$ cat src/rtl/checksummed_frame_receiver_defines.svh
// ----------------------------------------------------------------------------
// checksummed frame receiver assertion macros
// Shared concurrent assertion forms, sampled on clk, quiet while in reset.
// ----------------------------------------------------------------------------
`ifndef CHECKSUMMED_FRAME_RECEIVER_DEFINES_SVH
`define CHECKSUMMED_FRAME_RECEIVER_DEFINES_SVH

// consequent must hold in the same cycle as the antecedent
`define CFR_ASSERT_NOW(label, ante, cons, msg) \
    label: assert property (@(posedge clk) disable iff (!rst_n) (ante) |-> (cons)) \
        else $error(msg);

// consequent must hold in the cycle after the antecedent
`define CFR_ASSERT_NEXT(label, ante, cons, msg) \
    label: assert property (@(posedge clk) disable iff (!rst_n) (ante) |=> (cons)) \
        else $error(msg);

`endif

$ cat src/rtl/cfr_pkg.sv
// ----------------------------------------------------------------------------
// cfr_pkg
// Shared constants, codes and control bundles of the frame receiver.
// ----------------------------------------------------------------------------
`default_nettype none

package cfr_pkg;

    // data byte limit of one frame
    localparam int DATA_MAX = 32;
    localparam int ADDR_W   = (DATA_MAX > 1) ? $clog2(DATA_MAX) : 1;

    // byte count and payload length widths
    localparam int COUNT_W = 6;
    localparam int LEN_W   = 6;

    localparam logic [COUNT_W-1:0] COUNT_MAX = 6'd63;
    localparam logic [COUNT_W-1:0] STORE_END = 6'(DATA_MAX + 2);
    localparam logic [7:0]         LEN_LIMIT = 8'(DATA_MAX);
    localparam logic [8:0]         OVERHEAD  = 9'd3;

    // frame status codes
    localparam logic [2:0] STATUS_OK       = 3'd0;
    localparam logic [2:0] STATUS_SHORT    = 3'd1;
    localparam logic [2:0] STATUS_OVER_LEN = 3'd2;
    localparam logic [2:0] STATUS_SIZE     = 3'd3;
    localparam logic [2:0] STATUS_SUM      = 3'd4;

    // result kinds
    localparam logic KIND_STATUS = 1'b0;
    localparam logic KIND_DATA   = 1'b1;

    // controller to datapath
    typedef struct packed {
        logic in_ready;
        logic load_status;
        logic rd_en;
        logic load_payload;
    } ctrl_cmd_t;

    // datapath to controller
    typedef struct packed {
        logic final_taken;
        logic out_free;
        logic has_payload;
        logic replay_last;
    } dp_status_t;

endpackage

`default_nettype wire

$ cat src/rtl/cfr_ram.sv
// ----------------------------------------------------------------------------
// cfr_ram
// Generic single-write, single-read RAM with registered read data.
// ----------------------------------------------------------------------------
`default_nettype none

module cfr_ram #(
    parameter int WIDTH = 8,
    parameter int DEPTH = 32
) (
    input  wire logic                                      clk,
    input  wire logic                                      wr_en,
    input  wire logic [((DEPTH > 1) ? $clog2(DEPTH) : 1)-1:0] wr_addr,
    input  wire logic [WIDTH-1:0]                          wr_data,
    input  wire logic                                      rd_en,
    input  wire logic [((DEPTH > 1) ? $clog2(DEPTH) : 1)-1:0] rd_addr,
    output logic      [WIDTH-1:0]                          rd_data
);

    logic [WIDTH-1:0] mem [DEPTH];

    // write port and registered read port
    always_ff @(posedge clk)
    begin
        if (wr_en)
        begin
            mem[wr_addr] <= wr_data;
        end
        if (rd_en)
        begin
            rd_data <= mem[rd_addr];
        end
    end

endmodule

`default_nettype wire

$ cat src/rtl/cfr_ctrl.sv
// ----------------------------------------------------------------------------
// cfr_ctrl
// Sequencer: byte intake, status result, then payload replay from the store.
// ----------------------------------------------------------------------------
`default_nettype none
`include "checksummed_frame_receiver_defines.svh"

module cfr_ctrl (
    input  wire logic                clk,
    input  wire logic                rst_n,
    input  wire cfr_pkg::dp_status_t sts,
    output cfr_pkg::ctrl_cmd_t       cmd
);

    localparam logic [1:0] ST_IDLE   = 2'd0;
    localparam logic [1:0] ST_STATUS = 2'd1;
    localparam logic [1:0] ST_READ   = 2'd2;
    localparam logic [1:0] ST_DATA   = 2'd3;

    logic [1:0] state_reg;
    logic [1:0] state_next;

    // next state and commands
    always_comb
    begin
        state_next       = state_reg;
        cmd.in_ready     = 1'b0;
        cmd.load_status  = 1'b0;
        cmd.rd_en        = 1'b0;
        cmd.load_payload = 1'b0;
        unique case (state_reg)
            ST_IDLE:
            begin
                cmd.in_ready = 1'b1;
                if (sts.final_taken)
                begin
                    state_next = ST_STATUS;
                end
            end
            ST_STATUS:
            begin
                if (sts.out_free)
                begin
                    cmd.load_status = 1'b1;
                    state_next      = sts.has_payload ? ST_READ : ST_IDLE;
                end
            end
            ST_READ:
            begin
                cmd.rd_en  = 1'b1;
                state_next = ST_DATA;
            end
            ST_DATA:
            begin
                if (sts.out_free)
                begin
                    cmd.load_payload = 1'b1;
                    state_next       = sts.replay_last ? ST_IDLE : ST_READ;
                end
            end
            default:
            begin
                state_next = ST_IDLE;
            end
        endcase
    end

    // state register
    always_ff @(posedge clk or negedge rst_n)
    begin
        if (!rst_n)
        begin
            state_reg <= ST_IDLE;
        end
        else
        begin
            state_reg <= state_next;
        end
    end

    `CFR_ASSERT_NOW(a_load_needs_room, cmd.load_status || cmd.load_payload, sts.out_free, "result loaded over a waiting result")
    `CFR_ASSERT_NEXT(a_final_to_status, sts.final_taken, state_reg == ST_STATUS, "final byte did not start status")
    `CFR_ASSERT_NEXT(a_read_then_data, cmd.rd_en, state_reg == ST_DATA, "store read not followed by data step")

endmodule

`default_nettype wire

$ cat src/rtl/cfr_datapath.sv
// ----------------------------------------------------------------------------
// cfr_datapath
// Frame count, running sum, header capture, checks, store and result register.
// ----------------------------------------------------------------------------
`default_nettype none
`include "checksummed_frame_receiver_defines.svh"

module cfr_datapath (
    input  wire logic                clk,
    input  wire logic                rst_n,
    input  wire cfr_pkg::ctrl_cmd_t  cmd,
    output cfr_pkg::dp_status_t      sts,
    input  wire logic                s_tvalid,
    input  wire logic [7:0]          s_tdata,
    input  wire logic                s_tlast,
    output logic                     m_tvalid,
    input  wire logic                m_tready,
    output logic [31:0]              m_tdata,
    output logic                     m_tuser,
    output logic                     m_tlast
);

    localparam int CW = cfr_pkg::COUNT_W;
    localparam int LW = cfr_pkg::LEN_W;
    localparam int AW = cfr_pkg::ADDR_W;

    // frame state
    logic [CW-1:0] byte_count_reg, byte_count_next;
    logic [7:0]    running_sum_reg, running_sum_next;
    logic [7:0]    command_reg, command_next;
    logic [7:0]    length_reg, length_next;

    // frame result, latched on the final byte
    logic [2:0]    res_status_reg;
    logic [7:0]    res_cmd_reg;
    logic [LW-1:0] res_len_reg;

    // replay index and output register
    logic [LW-1:0] rd_idx_reg, rd_idx_next;
    logic          out_valid_reg, out_valid_next;
    logic          out_kind_reg;
    logic [2:0]    out_status_reg;
    logic [7:0]    out_cmd_reg;
    logic [LW-1:0] out_len_reg;
    logic [7:0]    out_byte_reg;
    logic          out_last_reg;

    logic          take;
    logic          store_wr;
    logic [CW-1:0] store_pos;
    logic [7:0]    rd_data;
    logic [CW-1:0] total;
    logic [7:0]    frame_cmd;
    logic [2:0]    frame_status;

    assign take      = s_tvalid & cmd.in_ready;
    assign store_pos = byte_count_reg - 6'd2;
    assign store_wr  = take & ~s_tlast & (byte_count_reg >= 6'd2)
                     & (byte_count_reg < cfr_pkg::STORE_END);

    // frame counters and header capture
    always_comb
    begin
        byte_count_next  = byte_count_reg;
        running_sum_next = running_sum_reg;
        command_next     = command_reg;
        length_next      = length_reg;
        if (take)
        begin
            if (s_tlast)
            begin
                byte_count_next  = '0;
                running_sum_next = '0;
                command_next     = '0;
                length_next      = '0;
            end
            else
            begin
                if (byte_count_reg == 6'd0)
                begin
                    command_next = s_tdata;
                end
                else if (byte_count_reg == 6'd1)
                begin
                    length_next = s_tdata;
                end
                running_sum_next = running_sum_reg + s_tdata;
                if (byte_count_reg < cfr_pkg::COUNT_MAX)
                begin
                    byte_count_next = byte_count_reg + 6'd1;
                end
            end
        end
    end

    // frame checks in priority order
    always_comb
    begin
        total     = (byte_count_reg < cfr_pkg::COUNT_MAX) ? byte_count_reg + 6'd1
                                                          : cfr_pkg::COUNT_MAX;
        frame_cmd = (byte_count_reg == 6'd0) ? s_tdata : command_reg;
        if (total < 6'd3)
        begin
            frame_status = cfr_pkg::STATUS_SHORT;
        end
        else if (length_reg > cfr_pkg::LEN_LIMIT)
        begin
            frame_status = cfr_pkg::STATUS_OVER_LEN;
        end
        else if ({3'b000, total} != ({1'b0, length_reg} + cfr_pkg::OVERHEAD))
        begin
            frame_status = cfr_pkg::STATUS_SIZE;
        end
        else if (running_sum_reg != s_tdata)
        begin
            frame_status = cfr_pkg::STATUS_SUM;
        end
        else
        begin
            frame_status = cfr_pkg::STATUS_OK;
        end
    end

    always_ff @(posedge clk or negedge rst_n)
    begin
        if (!rst_n)
        begin
            byte_count_reg  <= '0;
            running_sum_reg <= '0;
            command_reg     <= '0;
            length_reg      <= '0;
        end
        else
        begin
            byte_count_reg  <= byte_count_next;
            running_sum_reg <= running_sum_next;
            command_reg     <= command_next;
            length_reg      <= length_next;
        end
    end

    // result latch on the final byte
    always_ff @(posedge clk)
    begin
        if (take && s_tlast)
        begin
            res_status_reg <= frame_status;
            res_cmd_reg    <= frame_cmd;
            res_len_reg    <= (frame_status == cfr_pkg::STATUS_OK) ? length_reg[LW-1:0]
                                                                  : '0;
        end
    end

    // data byte store
    cfr_ram #(
        .WIDTH (8),
        .DEPTH (cfr_pkg::DATA_MAX)
    ) u_store (
        .clk     (clk),
        .wr_en   (store_wr),
        .wr_addr (store_pos[AW-1:0]),
        .wr_data (s_tdata),
        .rd_en   (cmd.rd_en),
        .rd_addr (rd_idx_reg[AW-1:0]),
        .rd_data (rd_data)
    );

    // status to the controller
    always_comb
    begin
        sts.final_taken = take & s_tlast;
        sts.out_free    = ~out_valid_reg | m_tready;
        sts.has_payload = (res_status_reg == cfr_pkg::STATUS_OK) && (res_len_reg != '0);
        sts.replay_last = (rd_idx_reg + 6'd1) == res_len_reg;
    end

    // replay index and output valid
    always_comb
    begin
        rd_idx_next    = rd_idx_reg;
        out_valid_next = out_valid_reg;
        if (cmd.load_status)
        begin
            rd_idx_next = '0;
        end
        else if (cmd.load_payload)
        begin
            rd_idx_next = rd_idx_reg + 6'd1;
        end
        if (cmd.load_status || cmd.load_payload)
        begin
            out_valid_next = 1'b1;
        end
        else if (m_tready)
        begin
            out_valid_next = 1'b0;
        end
    end

    always_ff @(posedge clk or negedge rst_n)
    begin
        if (!rst_n)
        begin
            rd_idx_reg    <= '0;
            out_valid_reg <= 1'b0;
        end
        else
        begin
            rd_idx_reg    <= rd_idx_next;
            out_valid_reg <= out_valid_next;
        end
    end

    // output payload register
    always_ff @(posedge clk)
    begin
        if (cmd.load_status)
        begin
            out_kind_reg   <= cfr_pkg::KIND_STATUS;
            out_status_reg <= res_status_reg;
            out_cmd_reg    <= res_cmd_reg;
            out_len_reg    <= res_len_reg;
            out_byte_reg   <= '0;
            out_last_reg   <= ~sts.has_payload;
        end
        else if (cmd.load_payload)
        begin
            out_kind_reg   <= cfr_pkg::KIND_DATA;
            out_status_reg <= cfr_pkg::STATUS_OK;
            out_cmd_reg    <= res_cmd_reg;
            out_len_reg    <= res_len_reg;
            out_byte_reg   <= rd_data;
            out_last_reg   <= sts.replay_last;
        end
    end

    assign m_tvalid = out_valid_reg;
    assign m_tuser  = out_kind_reg;
    assign m_tlast  = out_last_reg;
    assign m_tdata  = {7'b0000000, out_byte_reg, out_len_reg, out_cmd_reg, out_status_reg};

    `CFR_ASSERT_NOW(a_replay_in_range, cmd.load_payload, rd_idx_reg < res_len_reg, "replay index past payload length")
    `CFR_ASSERT_NOW(a_data_is_ok, out_valid_reg && (out_kind_reg == cfr_pkg::KIND_DATA), out_status_reg == cfr_pkg::STATUS_OK, "data result without ok status")
    `CFR_ASSERT_NEXT(a_frame_cleared, take && s_tlast, (byte_count_reg == '0) && (running_sum_reg == '0), "frame state not cleared after final byte")

endmodule

`default_nettype wire

$ cat src/rtl/checksummed_frame_receiver.sv
// ----------------------------------------------------------------------------
// checksummed_frame_receiver
// Receives [command][length][data...][sum] frames, checks them, and emits a
// status result followed by the data bytes of a passing frame.
// ----------------------------------------------------------------------------
//  channel  dir  tdata                                   tuser      tlast
//  s_*      in   [7:0] rx_byte                           -          frame_end
//  m_*      out  [2:0] status [10:3] command              item_kind  last
//                [16:11] payload_length [24:17] payload_byte
//
//  Intake takes non-final bytes back to back; it pauses after a final byte.
//  The status result is registered in the status state after the final byte
//  transfer, then each data byte in a data state after a registered store read.
//  Results wait in an output register; m_tready low stalls status and replay steps.
//  Asynchronous active-low reset clears counters, sum, header and valids.
// ----------------------------------------------------------------------------
`default_nettype none

module checksummed_frame_receiver (
    input  wire logic        clk,
    input  wire logic        rst_n,
    input  wire logic        s_tvalid,
    output logic             s_tready,
    input  wire logic [7:0]  s_tdata,   // [7:0] rx_byte
    input  wire logic        s_tlast,
    output logic             m_tvalid,
    input  wire logic        m_tready,
    output logic [31:0]      m_tdata,   // status, command, payload_length, payload_byte
    output logic             m_tuser,   // item_kind
    output logic             m_tlast
);

    cfr_pkg::ctrl_cmd_t  cmd;
    cfr_pkg::dp_status_t sts;

    // sequencer
    cfr_ctrl u_ctrl (
        .clk   (clk),
        .rst_n (rst_n),
        .sts   (sts),
        .cmd   (cmd)
    );

    // datapath
    cfr_datapath u_datapath (
        .clk      (clk),
        .rst_n    (rst_n),
        .cmd      (cmd),
        .sts      (sts),
        .s_tvalid (s_tvalid),
        .s_tdata  (s_tdata),
        .s_tlast  (s_tlast),
        .m_tvalid (m_tvalid),
        .m_tready (m_tready),
        .m_tdata  (m_tdata),
        .m_tuser  (m_tuser),
        .m_tlast  (m_tlast)
    );

    assign s_tready = cmd.in_ready;

endmodule

`default_nettype wire
$ cat config.mk
export PLATFORM = sky130hd
export DESIGN_NAME = checksummed_frame_receiver
export DESIGN_NICKNAME = d
export VERILOG_FILES = /design/src/rtl/cfr_pkg.sv /design/src/rtl/cfr_ram.sv /design/src/rtl/cfr_ctrl.sv /design/src/rtl/cfr_datapath.sv /design/src/rtl/checksummed_frame_receiver.sv
export VERILOG_INCLUDE_DIRS = /design/src /design/src/rtl
export SDC_FILE = /design/constraint.sdc
export NUM_CORES = 1
export LEC_CHECK = 0
export ABC_AREA = 0
export BUFFER_PORTS_ARGS = -buffer_cell sky130_fd_sc_hd__buf_4
export CORE_MARGIN = 2
export CORE_UTILIZATION = 50
export CTS_CLUSTER_SIZE = 10
export DETAILED_ROUTE_END_ITERATION = 8
export MAX_ROUTING_LAYER = met4
export PLACE_DENSITY_LB_ADDON = 0.25
export SLEW_MARGIN = 15
export SYNTH_ARGS = -nofsm -noshare
export SYNTH_HDL_FRONTEND = slang
export SYNTH_SLANG_ARGS = --single-unit
$ cat constraint.sdc
create_clock -name clk -period 2.6 [get_ports clk]
set_clock_uncertainty 0.2 [all_clocks]
set_input_delay 0.39 -clock clk [delete_from_list [all_inputs] [get_ports clk]]
set_output_delay 0.39 -clock clk [all_outputs]
set_load 0.01 [all_outputs]
# Yosys cells after proc, flatten, opt, wreduce, memory -nomap -nowiden
# Memory sizes are Yosys's and may differ from the RTL's. A register that Yosys moved wholly into a read port is not among the register bits.
# Cells that the tools add are included.
[word_totals]
register_bits = 83
ramBits = 256
inputBits = 13
out_inout_bits = 36
elab_cells = 100
memories = 1
[mem_list]
columns = ["name", "depth", "width", "rd", "rd_ports_with_merged_regs", "wr", "line_no", "source"]
rows = [
  ["u_datapath.u_store.mem", 32, 8, 1, 1, 1, "cfr_ram.sv:20", "logic [WIDTH-1:0] mem [DEPTH];"],
]
[classes]
n_addsub = 5
magnitude_cmp = 5
eq_ne = 11
n_mux = 38
bitwise = 9
n_reduce_logical = 15
[op_table]
columns = ["op", "count"]
rows = [
  ["$mux 8", 8],
  ["$mux 6", 7],
  ["$mux 3", 6],
  ["$add 6x1->6 const B", 2],
  ["$lt 6x6->1 const B", 2],
  ["$mux 1", 11],
  ["$mux 2", 5],
  ["$add 8x2->9 const B", 1],
  ["$ne 6x9->1", 1],
  ["$add 8x8->8", 1],
  ["$gt 8x6->1 const B", 1],
  ["$ne 2x2->1 const B", 4],
  ["$ne 8x8->1", 1],
  ["$pmux 2 s4", 1],
  ["$reduce_bool 2->1", 4],
  ["$eq 6x1->1 const B", 1],
  ["$eq 6x6->1", 1],
  ["$ge 6x2->1 const B", 1],
  ["$logic_not 3->1", 2],
  ["$logic_not 6->1", 1],
  ["$lt 6x2->1 const B", 1],
  ["$reduce_and 3->1", 2],
  ["$reduce_bool 6->1", 1],
  ["$and 1x1->1", 5],
  ["9 further kinds", 13],
]

# Longest topological paths before layout
[depth]
depth_word = 8
ltp_mapped = 9
depth_no_buf = 8

# Modules after synthesis
# From an unflattened synthesis, not the netlist that was laid out.
[unflattened]
hier_cells = 787
hier_area_um2 = 14318.7
[by_module_without_submodules]
columns = ["mod", "n_inst", "cells_per_inst", "area_per_inst_um2", "seq_area_each_um2"]
rows = [
  ["cfr_ram", 1, 417, 10133.5, 7927.6],
  ["cfr_datapath", 1, 360, 4082.7, 2157.1],
  ["cfr_ctrl", 1, 10, 102.6, 50.0],
]

# Worst setup path after synthesis
# No wires, ideal clock.
[synth_path]
path_kind = "flip-flop to flip-flop"
startpoint = "register u_ctrl.state_reg[0]"
endpoint = "memory u_datapath.u_store.mem[10][0], enable pin"
setup_time_ns = 0.370
t_arrival_ns = 2.123
required_time_ns = 2.030
setup_slack_ns = -0.093
stages_incl_launch_ff = 8
path_buffers = 1
synth_period_minus_slack_ns = 2.693
cell_sequence = "dfrtp_1 -> nor2_1 -> and2_1 -> clkbuf_1 -> nand2b_1 -> a211oi_1 -> nand2_1 -> nor2_1"
[synth_between]
elab_chain_len = 8
[synth_lines]
columns = ["element", "line_no", "source"]
rows = [
  ["start, declared", "cfr_ctrl.sv:20", "logic [1:0] state_reg;"],
  ["start signal, assigned", "cfr_ctrl.sv:77", "state_reg <= state_next;"],
  ["$logic_not 2->1", "cfr_ctrl.sv:31", "unique case (state_reg)"],
  ["$mux 1", "cfr_ctrl.sv:31", ""],
  ["via s_tready", "checksummed_frame_receiver.sv:23", "output logic s_tready,"],
  ["$and 1x1->1", "cfr_datapath.sv:56", "assign take = s_tvalid & cmd.in_ready;"],
  ["$and 1x1->1 (2 in a row)", "cfr_datapath.sv:58", "assign store_wr = take & ~s_tlast & (byte_count_reg >= 6'd2)"],
  ["$and 1x1->1", "cfr_datapath.sv:59", "& (byte_count_reg < cfr_pkg::STORE_END);"],
  ["$mux 1", "cfr_ram.sv:25", "if (wr_en)"],
  ["$mux 1 (not written as such)", "cfr_ram.sv:27", "mem[wr_addr] <= wr_data;"],
  ["end, declared", "cfr_ram.sv:20", ""],
]
# The timed path passes the listed nets, and every way through them passes these cells.

==> results.yml <==
yosys:
  ys_warn_count: 0
  synth_seq_area_share_pct: 70.10
  yosys.area_share.simple_pct: 6.188
  muxShareOfSynthArea_pct: 14.16
  synth_xor_area_share_pct: 1.965
  synth_edf_count: 299
  synth-compound-area-share_pct: 3.747
  synthesis.area_um2: 14460
  synth-seq-cells: 347
  synth_fa_ha_area_share_pct: 1.610
  async_flop_share_pct: 11.24
  synth_cell_type_count: 63
  synth_top_family_by_area: "multiplexers"
  syn_inst: 818
  synth_area_per_cell_um2: 17.67
  synth-main-ff-cell: "edfxtp_1"
global_routing:
  antenna_found_initial: 1
  grt_pass1_wl_um: 46690
  grt_remaining_overflow: 0
  grt_use_total_pct: 21.28
  grt_max_degree: 43
  grt_pass1_vias: 7794
worst_setup_path:
  slowest_delay_ns: 0.58
  cp_max_fo: 13
  critPathKind: "flop to flop"
  slowest_stage: "mux4_1"
  crit_arrival_ns: 2.64
  cp.depth: 4
  cp-startpoint: "u_datapath.rd_idx_reg[0]"
  worstReg2RegStart: "u_datapath.rd_idx_reg[0]"
  start_kind: "flop"
  cp_num_buf_inv: 1
  endpoint_kind: "flop"
  ff2ff_path_depth: 4
  cp.required_ns: 2.67
  path_cells: "buf_12 > mux4_1 > mux4_2 > mux2_2"
  cp_top_family: "multiplexers"
clocking:
  numClockSinks: 347
  cts_buffers: 41
  clk_pin_slew_ns: 0.06
  clk_path_buf_depth: 3
  cts_htree_levels: 2
  clock_latency_ns: 0.53
  cts_root_buf: "clkbuf_16"
  tritoncts: "yes"
detailed_routing:
  final_antenna_net_count: 0
  vias_per_cell: 5.612
  vias: 7666
  drc: 0
  dr.first_iter.drc_count: 593
  wl_per_cell_um: 22.20
  drt_wl_total_um: 30330
  drt_pass1_iterations: 5
finish:
  fin_area_um2: 17200
  largest_register_ffs: 256
  nets: 988
  final-seq-area_um2: 10140
  multi_input_area_um2: 4158
  syn_to_final_growth_pct: 18.99
  antenna_cells: 0
  layout-drive-gt1-share_pct: 30.24
  utilization_pct: 60.10
  final_cell_mix: "edfxtp_1 (299), buf_4 (123), mux4_2 (71)"
  regMostFlops: "u_datapath.u_store.mem"
  fillCellCount: 2118
  mostFrequentLayoutCell: "edfxtp_1"
  fin_cells: 1366
timing:
  worst_pin_slew_ns: 0.5639
  period_minus_slack_ns: 2.567
  grt_setup_unrepaired: "yes"
  report.final.slew_viol_count: 0
  slew_headroom_pct: 62.40
  setup_viol: 0
  post-route-period-util_pct: 98.72
  final-hold-violation-count: 0
  max_freq_mhz: 389.6
floorplan:
  initial_core_util_pct: 50.51
  die_area_um2: 30290
  coreArea_um2: 28630
  dieHeight_um: 174.0
  io_pins: 49
  rows: 62
  dieWidth_um: 174.0
placed_design:
  place_area_um2: 15740
  gp_congestion: 0.8067
  dp_cells: 1286
  place.port_buffers: 41
  hpwlAfterDp_um: 19460
min_path:
  hold_depth: 2
  worstHoldPathType: "input pin to flop"
  hp-start: "s_tdata[1]"
power:
  vdd_drop_max_v: 0.0006314
  power_density_nw_per_um2: 1020
  p_switching_w: 0.005137
  leakagePower_nw: 6.028
  combPwrFrac_pct: 30.7
  swShare_pct: 29.29
  p_int_w: 0.01240
  clockPowerShare_pct: 29.8
  p_seq_share_pct: 39.6
job:
  drv_cap: 0
run_status:
  status: "finished, final reports clean"
## cell families after synthesis
family                   Yosys count
buffers and inverters             62
XOR/XNOR                          30
flip-flops                       347
other                              1
multiplexers                      99
AND/OR/NAND/NOR                  184
adder cells (fa/ha/maj)           18
AO/OA/AOI/OAI                     77
## power groups by stage
stage,clock (W),combinational [W],sequential (W)
after floorplan,0,0.00343,0.00704
after global placement,0,0.00510,0.00703
after detailed placement,0,0.00515,0.00704
after CTS,0.00530,0.00527,0.00694
after global routing,0.00554,0.00583,0.00700
final,0.00522,0.00538,0.00695
## area by class of cell
class / instances / area share (%)
flip-flops and latches: 347 / 58.95
well taps: 384 / 2.793
inverters: 16 / 0.3491
repair buffers: 136 / 6.691
clock buffers: 64 / 6.771
clock inverters: 4 / 0.2764
multi-input cells: 415 / 24.17
## through the flow
stage	hold slack [ns]	setup TNS, ns	worst slack [ns]	total power (W)
floorplan	-0.1056	-23.00	-0.09287	0.01047
global placement	0.2006	-1.913	-0.06260	0.01213
detailed placement	0.2090	-8.101	-0.1174	0.01219
CTS	0.08778	-9.883	-0.1145	0.01751
global route	0.1052	-0.05634	-0.01939	0.01836
finish	0.1022	0	0.03335	0.01754
## repair_timing
action                     in CTS  in global routing
setup endpoints to repair     260                270
hold endpoints to repair       45                  0
hold buffers                    4                  0
setup buffers                   4                  4
resized for setup               3                 27
## Yosys cell counts, drive strengths merged, types with 8 or more instances
| master | n | area [um2] |
|---|---|---|
| edfxtp | 299 | 8979 |
| mux4 | 80 | 1836 |
| nand2 | 54 | 202.7 |
| nor2 | 49 | 183.9 |
| dfrtp | 39 | 975.9 |
| buf | 24 | 176.4 |
| nand3 | 24 | 125.1 |
| clkbuf | 22 | 82.58 |
| o21ai | 20 | 100.1 |
| a22o | 19 | 175.2 |
| ha | 17 | 212.7 |
| mux2 | 17 | 191.4 |
| inv | 16 | 60.06 |
| xnor2 | 16 | 140.1 |
| xor2 | 13 | 121.4 |
| a21oi | 12 | 60.06 |
| nor3 | 10 | 50.05 |
| dfxtp | 9 | 180.2 |
| nor4 | 9 | 56.30 |
| nand2b | 8 | 50.05 |
## routing by layer
layer | track usage, % | wire length, um
met1 | 29.46 | 13400
met3 | 3.303 | 1585
met2 | 32.95 | 14620
met4 | 6.723 | 727
met5 | - | 0
## path summary, 6_finish.rpt
path,end,slack [ns]
hold / removal,u_datapath.res_cmd_reg[1],0.10
setup / recovery,u_datapath.u_store.rd_data[0],0.03
min in group asynchronous,u_datapath.command_reg[4],0.21
hold reg to reg,u_datapath.out_cmd_reg[3],0.22
max in group asynchronous,u_datapath.rd_idx_reg[0],1.56
setup reg to reg,u_datapath.u_store.rd_data[0],0.03
## worst reg2reg max path, stage by stage, from the launching register on
cell and delay (ns):
dfrtp_4 0.49, buf_12 0.19, mux4_1 0.59, mux4_2 0.55, mux2_2 0.31
No activity file was read; power rests on OpenSTA's default activity.
